===== config.mk =====
export PLATFORM = sky130hd
export DESIGN_NAME = nfa_ctrl
export DESIGN_NICKNAME = d
export VERILOG_FILES = /design/src/hdl/nfa_pkg.sv /design/src/hdl/nfa_ctrl.sv
export SDC_FILE = /design/constraint.sdc
export NUM_CORES = 1
export LEC_CHECK = 0
export ABC_CLOCK_PERIOD_IN_PS = 2009
export BUFFER_PORTS_ARGS = -buffer_cell sky130_fd_sc_hd__buf_4
export CAP_MARGIN = 10
export CORE_ASPECT_RATIO = 1.25
export CORE_MARGIN = 1
export CORE_UTILIZATION = 45
export DETAILED_ROUTE_END_ITERATION = 8
export GPL_ROUTABILITY_DRIVEN = 0
export PLACE_DENSITY = 0.72
export REMOVE_ABC_BUFFERS = 1
export SYNTH_ARGS = -nofsm -noshare
export SYNTH_HDL_FRONTEND = slang
export SYNTH_SLANG_ARGS = --single-unit

===== constraint.sdc =====
create_clock -name clk_i -period 2.01 [get_ports clk_i]
set_clock_uncertainty 0.05 [all_clocks]
set_input_delay 0.603 -clock clk_i [delete_from_list [all_inputs] [get_ports clk_i]]
set_output_delay 0.603 -clock clk_i [all_outputs]
set_load 0.02 [all_outputs]

===== src/hdl/nfa_pkg.sv =====
package nfa_pkg;

  localparam int PAGE_BYTES   = 4096;
  localparam int HEAP_PAGES   = 16;
  localparam int HEADER_BYTES = 24;
  localparam int ALIGN_BYTES  = 8;

  localparam int ALIGN_SHIFT = $clog2(ALIGN_BYTES);
  localparam int DEPTH       = (HEAP_PAGES * PAGE_BYTES) / ALIGN_BYTES;
  localparam int IDX_W       = $clog2(DEPTH);
  localparam int HDR_UNITS   = HEADER_BYTES / ALIGN_BYTES;
  localparam int PAGE_UNITS  = PAGE_BYTES / ALIGN_BYTES;

  localparam int FUNC_W  = 2;
  localparam int BYTES_W = 16;
  localparam int STAT_W  = 3;
  localparam int PAGES_W = 5;

  localparam logic [PAGES_W-1:0] REGION_RESET = 5'd16;

  localparam logic [FUNC_W-1:0] FUNC_ALLOC  = 2'd0;
  localparam logic [FUNC_W-1:0] FUNC_FREE   = 2'd1;
  localparam logic [FUNC_W-1:0] FUNC_INIT   = 2'd2;
  localparam logic [FUNC_W-1:0] FUNC_UNUSED = 2'd3;

  localparam logic [STAT_W-1:0] ST_OK       = 3'd0;
  localparam logic [STAT_W-1:0] ST_NOFIT    = 3'd1;
  localparam logic [STAT_W-1:0] ST_BADFREE  = 3'd2;
  localparam logic [STAT_W-1:0] ST_AGAIN    = 3'd3;
  localparam logic [STAT_W-1:0] ST_NOTREADY = 3'd4;

  // Block header as stored; size and prev are in alignment units.
  typedef struct packed {
    logic             mark;
    logic             used;
    logic             has_prev;
    logic             has_next;
    logic [IDX_W-1:0] prev;
    logic [IDX_W-1:0] size;
  } hdr_t;

  localparam int HDR_W = $bits(hdr_t);

  typedef enum logic [3:0] {
    OP_NONE,
    OP_CLEAR,
    OP_LATCH,
    OP_INIT,
    OP_A_START,
    OP_A_SPLIT,
    OP_A_EXACT,
    OP_A_STEP,
    OP_A_HEAD,
    OP_LINK,
    OP_F_START,
    OP_F_HEAD,
    OP_F_NMERGE,
    OP_F_PREAD,
    OP_F_PMERGE,
    OP_F_WH
  } dp_op_e;

  typedef struct packed {
    dp_op_e            op;
    logic              finish;
    logic [STAT_W-1:0] status;
  } ctrl_cmd_t;

  typedef struct packed {
    logic              clear_done;
    logic              heap_ready;
    logic [FUNC_W-1:0] func;
    logic              bad_fmt;
    logic              split;
    logic              exact;
    logic              search_end;
    logic              rd_used;
    logic              rd_live;
    logic              rd_hn;
    logic              h_hn;
    logic              h_hp;
  } dp_stat_t;

  typedef enum logic [3:0] {
    S_CLEAR,
    S_IDLE,
    S_DISP,
    S_A_EVAL,
    S_A_AFT,
    S_A_HEAD,
    S_F_H,
    S_F_N,
    S_F_NA,
    S_F_PC,
    S_F_P,
    S_F_PA,
    S_F_WH,
    S_RESP
  } state_e;

endpackage


===== src/hdl/nfa_ctrl.sv =====
module nfa_ctrl (
  input  logic               clk_i,
  input  logic               rst_ni,
  input  nfa_pkg::dp_stat_t  stat_i,
  output nfa_pkg::ctrl_cmd_t cmd_o,
  input  logic               in_valid_i,
  output logic               in_ready_o,
  output logic               out_valid_o,
  input  logic               out_ready_i
);
  import nfa_pkg::*;

  state_e state_q, state_d;

  always_ff @(posedge clk_i or negedge rst_ni) begin
    if (!rst_ni) begin
      state_q <= S_CLEAR;
    end else begin
      state_q <= state_d;
    end
  end

  // Next state
  always_comb begin
    state_d = state_q;
    unique case (state_q)
      S_CLEAR: if (stat_i.clear_done) state_d = S_IDLE;
      S_IDLE:  if (in_valid_i) state_d = S_DISP;
      S_DISP: begin
        state_d = S_RESP;
        if (stat_i.heap_ready) begin
          if (stat_i.func == FUNC_ALLOC) begin
            state_d = S_A_EVAL;
          end else if (stat_i.func == FUNC_FREE && !stat_i.bad_fmt) begin
            state_d = S_F_H;
          end
        end
      end
      S_A_EVAL: begin
        if (stat_i.split) begin
          state_d = stat_i.rd_hn ? S_A_AFT : S_A_HEAD;
        end else if (stat_i.exact || stat_i.search_end) begin
          state_d = S_RESP;
        end
      end
      S_A_AFT:  state_d = S_A_HEAD;
      S_A_HEAD: state_d = S_RESP;
      S_F_H: begin
        if (!stat_i.rd_live) begin
          state_d = S_RESP;
        end else begin
          state_d = stat_i.rd_hn ? S_F_N : S_F_PC;
        end
      end
      S_F_N: state_d = (!stat_i.rd_used && stat_i.rd_hn) ? S_F_NA : S_F_PC;
      S_F_NA: state_d = S_F_PC;
      S_F_PC: state_d = stat_i.h_hp ? S_F_P : S_F_WH;
      S_F_P:  state_d = (!stat_i.rd_used && stat_i.h_hn) ? S_F_PA : S_F_WH;
      S_F_PA: state_d = S_F_WH;
      S_F_WH: state_d = S_RESP;
      S_RESP: if (out_ready_i) state_d = S_IDLE;
      default: state_d = S_CLEAR;
    endcase
  end

  // Outputs
  always_comb begin
    cmd_o       = '{op: OP_NONE, finish: 1'b0, status: ST_OK};
    in_ready_o  = 1'b0;
    out_valid_o = 1'b0;
    unique case (state_q)
      S_CLEAR: cmd_o.op = OP_CLEAR;
      S_IDLE: begin
        in_ready_o = 1'b1;
        if (in_valid_i) cmd_o.op = OP_LATCH;
      end
      S_DISP: begin
        cmd_o.finish = 1'b1;
        unique case (stat_i.func)
          FUNC_INIT: begin
            if (stat_i.heap_ready) begin
              cmd_o.status = ST_AGAIN;
            end else begin
              cmd_o.op = OP_INIT;
            end
          end
          FUNC_ALLOC: begin
            if (!stat_i.heap_ready) begin
              cmd_o.status = ST_NOTREADY;
            end else begin
              cmd_o.op = OP_A_START;
              cmd_o.finish = 1'b0;
            end
          end
          FUNC_FREE: begin
            if (!stat_i.heap_ready) begin
              cmd_o.status = ST_NOTREADY;
            end else if (stat_i.bad_fmt) begin
              cmd_o.status = ST_BADFREE;
            end else begin
              cmd_o.op = OP_F_START;
              cmd_o.finish = 1'b0;
            end
          end
          default: ;
        endcase
      end
      S_A_EVAL: begin
        if (stat_i.split) begin
          cmd_o.op = OP_A_SPLIT;
        end else if (stat_i.exact) begin
          cmd_o.op = OP_A_EXACT;
          cmd_o.finish = 1'b1;
        end else if (stat_i.search_end) begin
          cmd_o.finish = 1'b1;
          cmd_o.status = ST_NOFIT;
        end else begin
          cmd_o.op = OP_A_STEP;
        end
      end
      S_A_AFT, S_F_NA, S_F_PA: cmd_o.op = OP_LINK;
      S_A_HEAD: begin
        cmd_o.op = OP_A_HEAD;
        cmd_o.finish = 1'b1;
      end
      S_F_H: begin
        if (!stat_i.rd_live) begin
          cmd_o.finish = 1'b1;
          cmd_o.status = ST_BADFREE;
        end else begin
          cmd_o.op = OP_F_HEAD;
        end
      end
      S_F_N:  if (!stat_i.rd_used) cmd_o.op = OP_F_NMERGE;
      S_F_PC: if (stat_i.h_hp) cmd_o.op = OP_F_PREAD;
      S_F_P:  if (!stat_i.rd_used) cmd_o.op = OP_F_PMERGE;
      S_F_WH: begin
        cmd_o.op = OP_F_WH;
        cmd_o.finish = 1'b1;
      end
      S_RESP: out_valid_o = 1'b1;
      default: ;
    endcase
  end

  a_no_accept_busy: assert property (@(posedge clk_i) disable iff (!rst_ni)
    in_ready_o |-> !out_valid_o && cmd_o.op != OP_CLEAR)
    else $error("input taken while busy");

  a_resp_holds: assert property (@(posedge clk_i) disable iff (!rst_ni)
    (out_valid_o && !out_ready_i) |=> out_valid_o)
    else $error("result dropped while stalled");

  a_finish_to_resp: assert property (@(posedge clk_i) disable iff (!rst_ni)
    cmd_o.finish |=> state_q == S_RESP)
    else $error("finished operation did not present result");

endmodule


==> summary.txt, run 1 <==
Timing
  – Worst Tran Pin Value: 429 ps
  – Worst rel slew slack: 70.7%
  – PnR worst setup slack: -414 ps
  – Hold Vio Cnt, Final: 0
  – Setup TNS Final: -3250 ps
  – Fmax achieved: 412 MHz
  – Final setup viols: 13
  – Final worst-path cycle share: 121%
  – RSZ-0062 raised after global routing: yes
  – Final Max Tran Viols: 0
  – Minimum clock period: 2420 ps

Detailed routing
  – Via/cell ratio: 6.43
  – DR vias: 1247
  – Routed len/inst: 18.0 µm
  – First DRT Iteration DRCs: 63
  – Post-route ant nets: 0
  – DR DRC count: 0
  – DRT Pass-1 Iters: 4
  – Final wirelength: 3490 µm

Floorplanning
  – Die Ht: 50.2 µm
  – I/O pin count: 27
  – Die width: 40.6 µm
  – Die ar.: 0.00204 mm²
  – Core area: 0.00177 mm²
  – Starting density of the core: 47.4%
  – # rows: 17

Critical path
  – Worst Path Buf+Inv: 2
  – Critical path class: reg2out
  – Crit-path max FO: 4
  – Critical path's top delay family: compound AO/OA/AOI/OAI gates
  – Worst reg-to-reg setup slack: -80 ps
  – CP arrival: 1770 ps
  – Worst setup SP type: flip-flop
  – Critical path's slowest cell: dfrtp_1
  – Critical Path RT: 1360 ps
  – CP Capture Point: cmd_o[6]
  – FF-to-FF Start: state_q[2]
  – Worst path depth: 6
  – Setup crit start: state_q[2]
  – Critical Path Max Stage Delay: 390 ps
  – Worst path cell trace: buf_6, nor2b_4, mux2_4, a32oi_2, o221ai_1, buf_4
  – Crit. End Element: primary output
  – Crit Reg-Reg Endpoint: state_q[2]
  – R2R depth: 10

Yosys
  – Sequential area share after synthesis: 12.0%
  – Syn Std Cell Area: 837 µm²
  – Synthesis warning total: 0
  – Yosys cell types: 54
  – #FFs+latches synth: 4
  – Top_reg_cell synth: dfrtp_1
  – Synth Instances: 117
  – Asr flop ratio synth: 100%
  – Synthesized area per cell: 7.15 µm²
  – Number of synthesized flops with an enable pin: 0

Cells and area
  – Fin nets: 194
  – Commonest non-fill, non-tap cell in the layout: buf_4
  – Largest registers: state_q (4)
  – Most frequent cells in the layout: 54 x buf_4, 11 x a21oi_1, 7 x nor2b_1
  – Area grow syn2layout: 81.3%
  – Largest register by flop count: state_q
  – Final instance area: 0.00152 mm²
  – Share of cells above drive strength 1: 53.7%
  – Max FFs per register: 4
  – Post-layout util: 86.0%
  – Antenna Cells: 0

Job
  – Max-cap viol count: 0

Clocking
  – Worst-case clock buffer depth: 2
  – # H-tree levels: 1
  – # hold bufs at CTS: 0
  – Clk Latency, worst-skew pair: 260 ps
  – Clock-pin slew on the worst setup and hold paths: 40 ps
  – Root buf cell: clkbuf_4
  – Total CTS buffers: 3
  – Clock Sinks: 4
  – CTS tree: done

Power and ir drop
  – Logic pwr share: 88.2%
  – P per Cell Area: 1530 mW/mm²
  – Net Sw Power: 0.00107 W
  – Leak: 0.674 nW
  – Clk network pwr share: 5.0%
  – Internal power: 0.00125 W
  – Sequential Power Share: 6.8%
  – Switching share of power: 46.2%
  – PnR Total Power: 0.00232 W
  – Max rail drop VDD: 1.14 mV

Global route
  – Vias in the first global route: 1098
  – First-pass GRT wire length: 4650 µm
  – Grt ovf: 0
  – Total Routing Usage GR: 32.0%
  – Pin count of the biggest net entering global routing: 28
  – Initial antenna violation count: 0

Run status
  – Failing checks: setup timing
  – Status: complete, but fails checks

Place
  – PortBufs: 26
  – Placed cell areas: 0.00122 mm²
  – Detailed placement HPWL: 2080 µm

Min path
  – Worst Hold Class: in2async
synthesized netlist by cell type, types with 3 or more instances:
library cell,n,area (µm²)
a21oi_1,11,55.1
buf_2,5,25.0
clkbuf_1,3,11.3
dfrtp_1,4,100
inv_1,3,11.3
nand2_1,6,22.5
nand3_1,5,25.0
nand3b_1,3,22.5
nor2_1,8,30.0
nor2b_1,8,50.1
nor3_1,5,25.0
o21ai_0,9,45.0
cell type report:
| type | count | area (µm²) |
|---|---|---|
| multi-input combinational | 98 | 758 |
| sequential | 4 | 101 |
| inverter | 4 | 28.8 |
| timing repair buffer | 66 | 583 |
| clock buffer | 3 | 22.5 |
| fill | 96 | 248 |
| tap | 19 | 23.8 |
stage by stage:
stage	cells	hold WS [ps]	worst slack, ps
after floorplan	106	257	-445
after global placement	180	347	-401
after detailed placement	180	353	-433
after CTS	190	86.0	-401
after global routing	194	97.4	-453
final	194	82.2	-414
power by group through the flow:
| stage | sequential (W) | combinational (W) | clock (W) |
|---|---|---|---|
| after floorplan | 0.000279 | 0.000675 | 0 |
| after global placement | 0.000146 | 0.00139 | 0 |
| after detailed placement | 0.000149 | 0.00142 | 0 |
| after CTS | 0.000157 | 0.00175 | 0.000114 |
| after global routing | 0.000166 | 0.00215 | 0.000112 |
| final | 0.000158 | 0.00205 | 0.000116 |
worst min path at each step:
stage,depth (start not counted),endpoint
global placement,1,state_q[2]
global route,1,state_q[3]
detailed placement,1,state_q[3]
floorplan,0,state_q[0]
finish,1,state_q[3]
CTS,1,state_q[0]
repair_timing:
action                                  4_1_cts  5_1_grt
resized for setup                            35       13
pin swaps                                     8       10
setup buffers                                 8        3
cloned                                        0        1
endpoints found under the setup margin       10       11
kinds of logic (layout without fill, tap and decap cells):
family / count (synthesis) / in the layout / synth area share [%]
multiplexers: 3 / 3 / 3.74
AO/OA/AOI/OAI: 42 / 42 / 34.2
flip-flops: 4 / 4 / 12.0
XOR/XNOR: 1 / 1 / 1.05
buffers and inverters: 15 / 73 / 9.72
AND/OR/NAND/NOR: 52 / 52 / 39.3
per-layer routing:
metal	vias up	part of all wire [%]	global-route usage (%)
met5	-	0	0
met4	0	3.7	13.9
met3	17	6.3	2.21
met2	85	52	54.8
met1	577	38	38.0
li1	568	-	-
No activity file was read; power rests on OpenSTA's default activity.
==> inputs of run 2 (changes only) <==
CORE_MARGIN = 10   (was 1)
==> run 2 against run 1 <==
Effect of this change: the run still ends with setup timing left; first-iteration DRC count shrank 7.9%; largest power group unchanged; critical path depth shrank 1; highest routed layer unchanged; via count shrank 0.72%; flip-flop and latch count is the same; largest cell class unchanged; sequential share of layout area shrank 0.055 points; clock-buffer cell count is the same; non-clock buffer count shrank 2; maximum frequency shrank 0.29%; critical endpoint is now cmd_o[4].
==> summary.txt, run 2 (synthesized netlist as in run 1, its figures left out) <==
Global route
  – Grt ovf: 0 (unchanged)
  – Pin count of the biggest net entering global routing: 28 (unchanged)
  – Initial antenna violation count: 0 (unchanged)
  – GR peak layer: met2 (unchanged)
  – Vias in the first global route: 1201 (was 1098)
  – GR Layer Usage met1: 18.0% (was 38.0%)
  – Total Routing Usage GR: 17.6% (was 32.0%)
  – Grt met3 use: 3.15% (was 2.21%)
  – First-pass GRT wire length: 5640 µm (was 4650 µm)
  – GR Util met2: 34.2% (was 54.8%)

Critical path
  – Worst setup SP type: flip-flop (unchanged)
  – Critical Path RT: 1360 ps (about the same)
  – Crit. End Element: primary output (unchanged)
  – Worst path depth: 5 (was 6)
  – Critical path's slowest cell: or4b_4 (was dfrtp_1)
  – Worst Path Buf+Inv: 1 (was 2)
  – Critical Path Max Stage Delay: 590 ps (was 390 ps)
  – FF-to-FF Start: state_q[0] (was state_q[2])
  – Crit-path max FO: 4 (unchanged)
  – R2R depth: 8 (was 10)
  – CP arrival: 1780 ps (was 1770 ps)
  – Critical path class: reg2out (unchanged)
  – Critical path's top delay family: simple AND/OR/NAND/NOR gates (was compound AO/OA/AOI/OAI gates)
  – Setup crit start: state_q[2] (unchanged)
  – Worst path cell trace: or4b_4, nor3_2, nor2_1, o21ai_0, buf_4 (was buf_6, nor2b_4, mux2_4, a32oi_2, o221ai_1, buf_4)

Cells and area
  – Area grow syn2layout: 80.6% (was 81.3%)
  – Non-Filler Instances: 192 (was 194)
  – Largest registers: state_q (4) (unchanged)
  – Antenna Cells: 0 (unchanged)
  – Commonest non-fill, non-tap cell in the layout: buf_4 (unchanged)
  – Fin nets: 192 (was 194)
  – Max FFs per register: 4 (unchanged)
  – Largest register by flop count: state_q (unchanged)
  – Share of cells above drive strength 1: 54.9% (was 53.7%)
  – Most frequent cells in the layout: 47 x buf_4, 17 x buf_6, 11 x a21oi_1 (was 54 x buf_4, 11 x a21oi_1, 7 x nor2b_1)
  – Post-layout util: 85.6% (was 86.0%)

Clocking
  – Root buf cell: clkbuf_4 (unchanged)
  – # H-tree levels: 1 (unchanged)
  – Clock-pin slew on the worst setup and hold paths: 40 ps (about the same)
  – Total CTS buffers: 3 (unchanged)
  – Worst-case clock buffer depth: 2 (unchanged)
  – Clk Latency, worst-skew pair: 230 ps (was 260 ps)
  – CTS tree: done (unchanged)
  – # hold bufs at CTS: 0 (unchanged)
  – Clock Sinks: 4 (unchanged)

Min path
  – Worst Hold Class: in2async (unchanged)

Run status
  – Failing checks: setup timing (unchanged)
  – Status: complete, but fails checks (unchanged)

Detailed routing
  – DR DRC count: 0 (unchanged)
  – Post-route ant nets: 0 (unchanged)
  – Via/cell ratio: 6.45 (was 6.43)
  – DR vias: 1238 (was 1247)
  – DRT Pass-1 Iters: 4 (unchanged)
  – Final wirelength: 3830 µm (was 3490 µm)
  – Routed len/inst: 19.9 µm (was 18.0 µm)
  – First DRT Iteration DRCs: 58 (was 63)

Place
  – Detailed placement HPWL: 2490 µm (was 2080 µm)
  – PortBufs: 26 (unchanged)
  – Inst Count DP: 184 (was 180)

Power and ir drop
  – Leak: 0.651 nW (was 0.674 nW)
  – P per Cell Area: 1410 mW/mm² (was 1530 mW/mm²)
  – PnR Total Power: 0.00213 W (was 0.00232 W)
  – Max rail drop VDD: 1.02 mV (was 1.14 mV)

Floorplanning
  – Die Ht: 68.2 µm (was 50.2 µm)
  – # rows: 17 (unchanged)
  – Core area: 0.00177 mm² (unchanged)
  – Die ar.: 0.00400 mm² (was 0.00204 mm²)
  – Starting density of the core: 47.4% (unchanged)
  – I/O pin count: 27 (unchanged)
  – Die width: 58.6 µm (was 40.6 µm)

Timing
  – Fmax achieved: 411 MHz (was 412 MHz)
  – Worst Tran Pin Value: 486 ps (was 429 ps)
  – Minimum clock period: 2430 ps (was 2420 ps)
  – Final worst-path cycle share: 121% (about the same)
  – Worst rel slew slack: 66.8% (was 70.7%)
  – PnR worst setup slack: -421 ps (was -414 ps)
  – Final Max Tran Viols: 0 (unchanged)
  – Final setup viols: 8 (was 13)
  – RSZ-0062 raised after global routing: yes (unchanged)
  – Setup TNS Final: -2760 ps (was -3250 ps)
  – Hold Vio Cnt, Final: 0 (unchanged)

Job
  – Max-cap viol count: 0 (unchanged)
==> run 2: cell types whose count changed in the layout (fill, tap and decap cells not counted), moves of 2 or more <==
cell     delta
buf_6      +11
buf_4       -7
buf_8       -3
buf_12      -2
nor4_1      -2
o21ai_0     +2
o21ai_1     -2
==> run 2: stage by stage <==
step           area, µm²  hold slack (ps)  setup WS (ps)
2_1_floorplan        771              257           -445
3_3_place_gp        1240              347           -404
3_5_place_dp        1240              350           -413
4_1_cts             1480              101           -412
5_1_grt             1510              103           -509
6_report            1510              108           -421
==> run 2: layer usage <==
| metal | routed length, µm | up-vias | part of all wire (%) |
|---|---|---|---|
| met5 | 0 | - | 0 |
| met4 | 121 | 0 | 3.2 |
| met3 | 205 | 14 | 5.4 |
| met2 | 2060 | 55 | 54 |
| met1 | 1440 | 607 | 38 |
| li1 | - | 562 | - |
==> run 2: cell type report <==
type,instances,area [µm²]
Sequential cell,4,100
Fill cell,101,254
Tap cell,19,23.8
Timing Repair Buffer,64,544
Inverter,4,20.0
Multi-Input combinational cell,98,801
Clock buffer,3,22.5
==> run 2: path summary, 6_finish.rpt <==
kind / to / slack [ps]
max: cmd_o[4] / -420
min: state_q[3] / 110
max reg2reg: state_q[0] / 80
min reg2reg: state_q[0] / 850
max in group asynchronous: state_q[0] / 1700
min in group clk_i: state_q[3] / 650
==> run 2: repair_timing <==
action                     4_1_cts  5_1_grt
pin swaps                       12        5
hold endpoints to repair         0        0
gates resized for setup         43        7
gates cloned                     0        0
setup endpoints to repair        9       11
buffers inserted                 6        0
==> run 2: power breakdown <==
part	internal (W)	switching, W	total (W)
combinational	0.000906	0.000958	0.00186
clock	0.0000667	0.0000309	0.0000976
sequential	0.000122	0.0000430	0.000165
==> run 2: worst register-to-register path, delay by kind of cell, from the launching register on <==
family	cells	cell delay, ps
AOI/OAI and AO/OA	2	590
and+or+nand+nor	2	200
DFF	1	380
buffers and inverters	4	580
==> inputs of run 3 (changes only) <==
PLACE_DENSITY = 0.78   (was 0.72)
SETUP_SLACK_MARGIN = 0.02   (was default)
==> run 3 against run 2 <==
Effect of this change: the run still ends with setup timing left; sequential share of layout area increased by 0.25 points; sequential power increased by 7%; utilization is 0.99 points lower; global-route usage rose by 0.13 points; clock power grew 1%; non-clock buffer count is 1 lower.
==> summary.txt, run 3 (synthesized netlist as in run 1, its figures left out) <==
Run status
  – Status: complete, but fails checks (unchanged)
  – Failing checks: setup timing (unchanged)

Floorplanning
  – I/O pin count: 27 (unchanged)
  – Die ar.: 0.00400 mm² (unchanged)
  – Die Ht: 68.2 µm (unchanged)
  – Die width: 58.6 µm (unchanged)
  – # rows: 17 (unchanged)
  – Core area: 0.00177 mm² (unchanged)
  – Starting density of the core: 47.4% (unchanged)

Clocking
  – Clock-pin slew on the worst setup and hold paths: 40 ps (about the same)
  – # hold bufs at CTS: 0 (unchanged)
  – Clock Sinks: 4 (unchanged)
  – Clk Latency, worst-skew pair: 230 ps (about the same)
  – CTS tree: done (unchanged)
  – Worst-case clock buffer depth: 2 (unchanged)
  – # H-tree levels: 1 (unchanged)
  – Total CTS buffers: 3 (unchanged)
  – Root buf cell: clkbuf_4 (unchanged)

Cells and area
  – Fin nets: 191 (was 192)
  – Commonest non-fill, non-tap cell in the layout: buf_4 (unchanged)
  – Multi-input gate area: 773 µm² (was 801 µm²)
  – Final instance area: 0.00149 mm² (was 0.00151 mm²)
  – Largest register by flop count: state_q (unchanged)
  – Largest registers: state_q (4) (unchanged)
  – Number of fill cells in the layout: 100 (was 101)
  – Post-layout util: 84.6% (was 85.6%)
  – Share of cells above drive strength 1: 54.7% (was 54.9%)
  – Max FFs per register: 4 (unchanged)
  – Antenna Cells: 0 (unchanged)
  – Most frequent cells in the layout: 47 x buf_4, 13 x buf_6, 11 x a21oi_1 (was 47 x buf_4, 17 x buf_6, 11 x a21oi_1)
  – Register Area: 103 µm² (was 100 µm²)
  – Area grow syn2layout: 78.5% (was 80.6%)

Timing
  – Minimum clock period: 2450 ps (was 2430 ps)
  – Final worst-path cycle share: 122% (was 121%)
  – Final setup viols: 8 (unchanged)
  – Hold Vio Cnt, Final: 0 (unchanged)
  – Fmax achieved: 408 MHz (was 411 MHz)
  – Final Max Tran Viols: 0 (unchanged)
  – Worst Tran Pin Value: 415 ps (was 486 ps)
  – PnR worst setup slack: -438 ps (was -421 ps)
  – Worst rel slew slack: 71.6% (was 66.8%)
  – RSZ-0062 raised after global routing: yes (unchanged)

Critical path
  – CP arrival: 1800 ps (was 1780 ps)
  – Critical path class: reg2out (unchanged)
  – Crit-path max FO: 5 (was 4)
  – Critical Path RT: 1360 ps (about the same)
  – R2R depth: 6 (was 8)
  – Worst setup SP type: flip-flop (unchanged)
  – Crit. End Element: primary output (unchanged)

Job
  – Max-cap viol count: 0 (unchanged)

Power and ir drop
  – P per Cell Area: 1440 mW/mm² (was 1410 mW/mm²)
  – Leak: 0.643 nW (was 0.651 nW)
  – Max rail drop VDD: 1.08 mV (was 1.02 mV)

Global route
  – Initial antenna violation count: 0 (unchanged)
  – First-pass GRT wire length: 5800 µm (was 5640 µm)
  – Grt ovf: 0 (unchanged)
  – Total Routing Usage GR: 17.7% (was 17.6%)
  – Pin count of the biggest net entering global routing: 28 (unchanged)
  – Vias in the first global route: 1193 (was 1201)

Detailed routing
  – Routed len/inst: 19.2 µm (was 19.9 µm)
  – DRT Pass-1 Iters: 4 (unchanged)
  – DR DRC count: 0 (unchanged)
  – First DRT Iteration DRCs: 45 (was 58)
  – DR vias: 1192 (was 1238)
  – Final wirelength: 3660 µm (was 3830 µm)
  – Post-route ant nets: 0 (unchanged)
  – Via/cell ratio: 6.24 (was 6.45)

Place
  – Detailed placement HPWL: 2400 µm (was 2490 µm)
  – Pre-CTS WS: -428 ps (was -413 ps)
  – PortBufs: 26 (unchanged)
  – Placed cell areas: 0.00122 mm² (was 0.00124 mm²)

Min path
  – Worst Hold Class: in2async (unchanged)
## run 3: cell count changes in the layout (fill, tap and decap cells not counted), moves of 2 or more
cell	before	now
buf_6	17	13
buf_8	0	2
dfrtp_1	4	2
dfrtp_2	0	2
o21ai_0	7	5
o21ai_1	2	4
## run 3: metal layers
metal,routed length (µm),part of all wire [%],up-vias,global-route usage [%]
met5,0,0,-,0
met4,31,0.85,0,2.59
met3,177,4.8,4,1.85
met2,1970,54,47,34.0
met1,1480,41,582,20.8
li1,-,-,559,-
## run 3: report_power, final
| part | internal (W) | total (W) | switching, W |
|---|---|---|---|
| combinational | 0.000929 | 0.00188 | 0.000947 |
| sequential | 0.000126 | 0.000177 | 0.0000510 |
| clock | 0.0000667 | 0.0000989 | 0.0000322 |
| total | 0.00112 | 0.00215 | 0.00103 |
## run 3: timing repair
action,4_1_cts,5_1_grt
setup endpoints to repair,10,12
pin swaps,13,9
buffers inserted,5,3
resized for setup,39,10
## run 3: stage by stage
step	hold slack, ps	std cells	setup TNS (ps)	power (W)
finish	103	191	-2940	0.00215
global route	96.1	191	-3370	0.00230
CTS	112	188	-2680	0.00201
detailed placement	349	180	-2250	0.00159
global placement	347	180	-2010	0.00155
floorplan	257	106	-3060	0.000954
## run 3: worst paths after layout
path / slack, ps / end / from
max in group asynchronous: 1690 / state_q[2] / rst_ni
setup / recovery: -440 / cmd_o[0] / state_q[3]
min in group clk_i: 630 / state_q[3] / out_ready_i
setup reg to reg: 60 / state_q[0] / state_q[3]
hold reg to reg: 850 / state_q[2] / state_q[1]
hold / removal: 100 / state_q[3] / rst_ni
## run 3: cell type report
type	count	share of cell area [%]
multi-input cells	98	51.8
repair buffers	63	36.8
flip-flops and latches	4	6.87
well taps	19	1.59
clock buffers	3	1.51
inverters	4	1.51
## run 3: critical path: stages (launching register included)
cell     delay (ps)
dfrtp_2         450
or4b_4          620
buf_6           150
nor2_2           70
a22o_1          150
buf_6           120
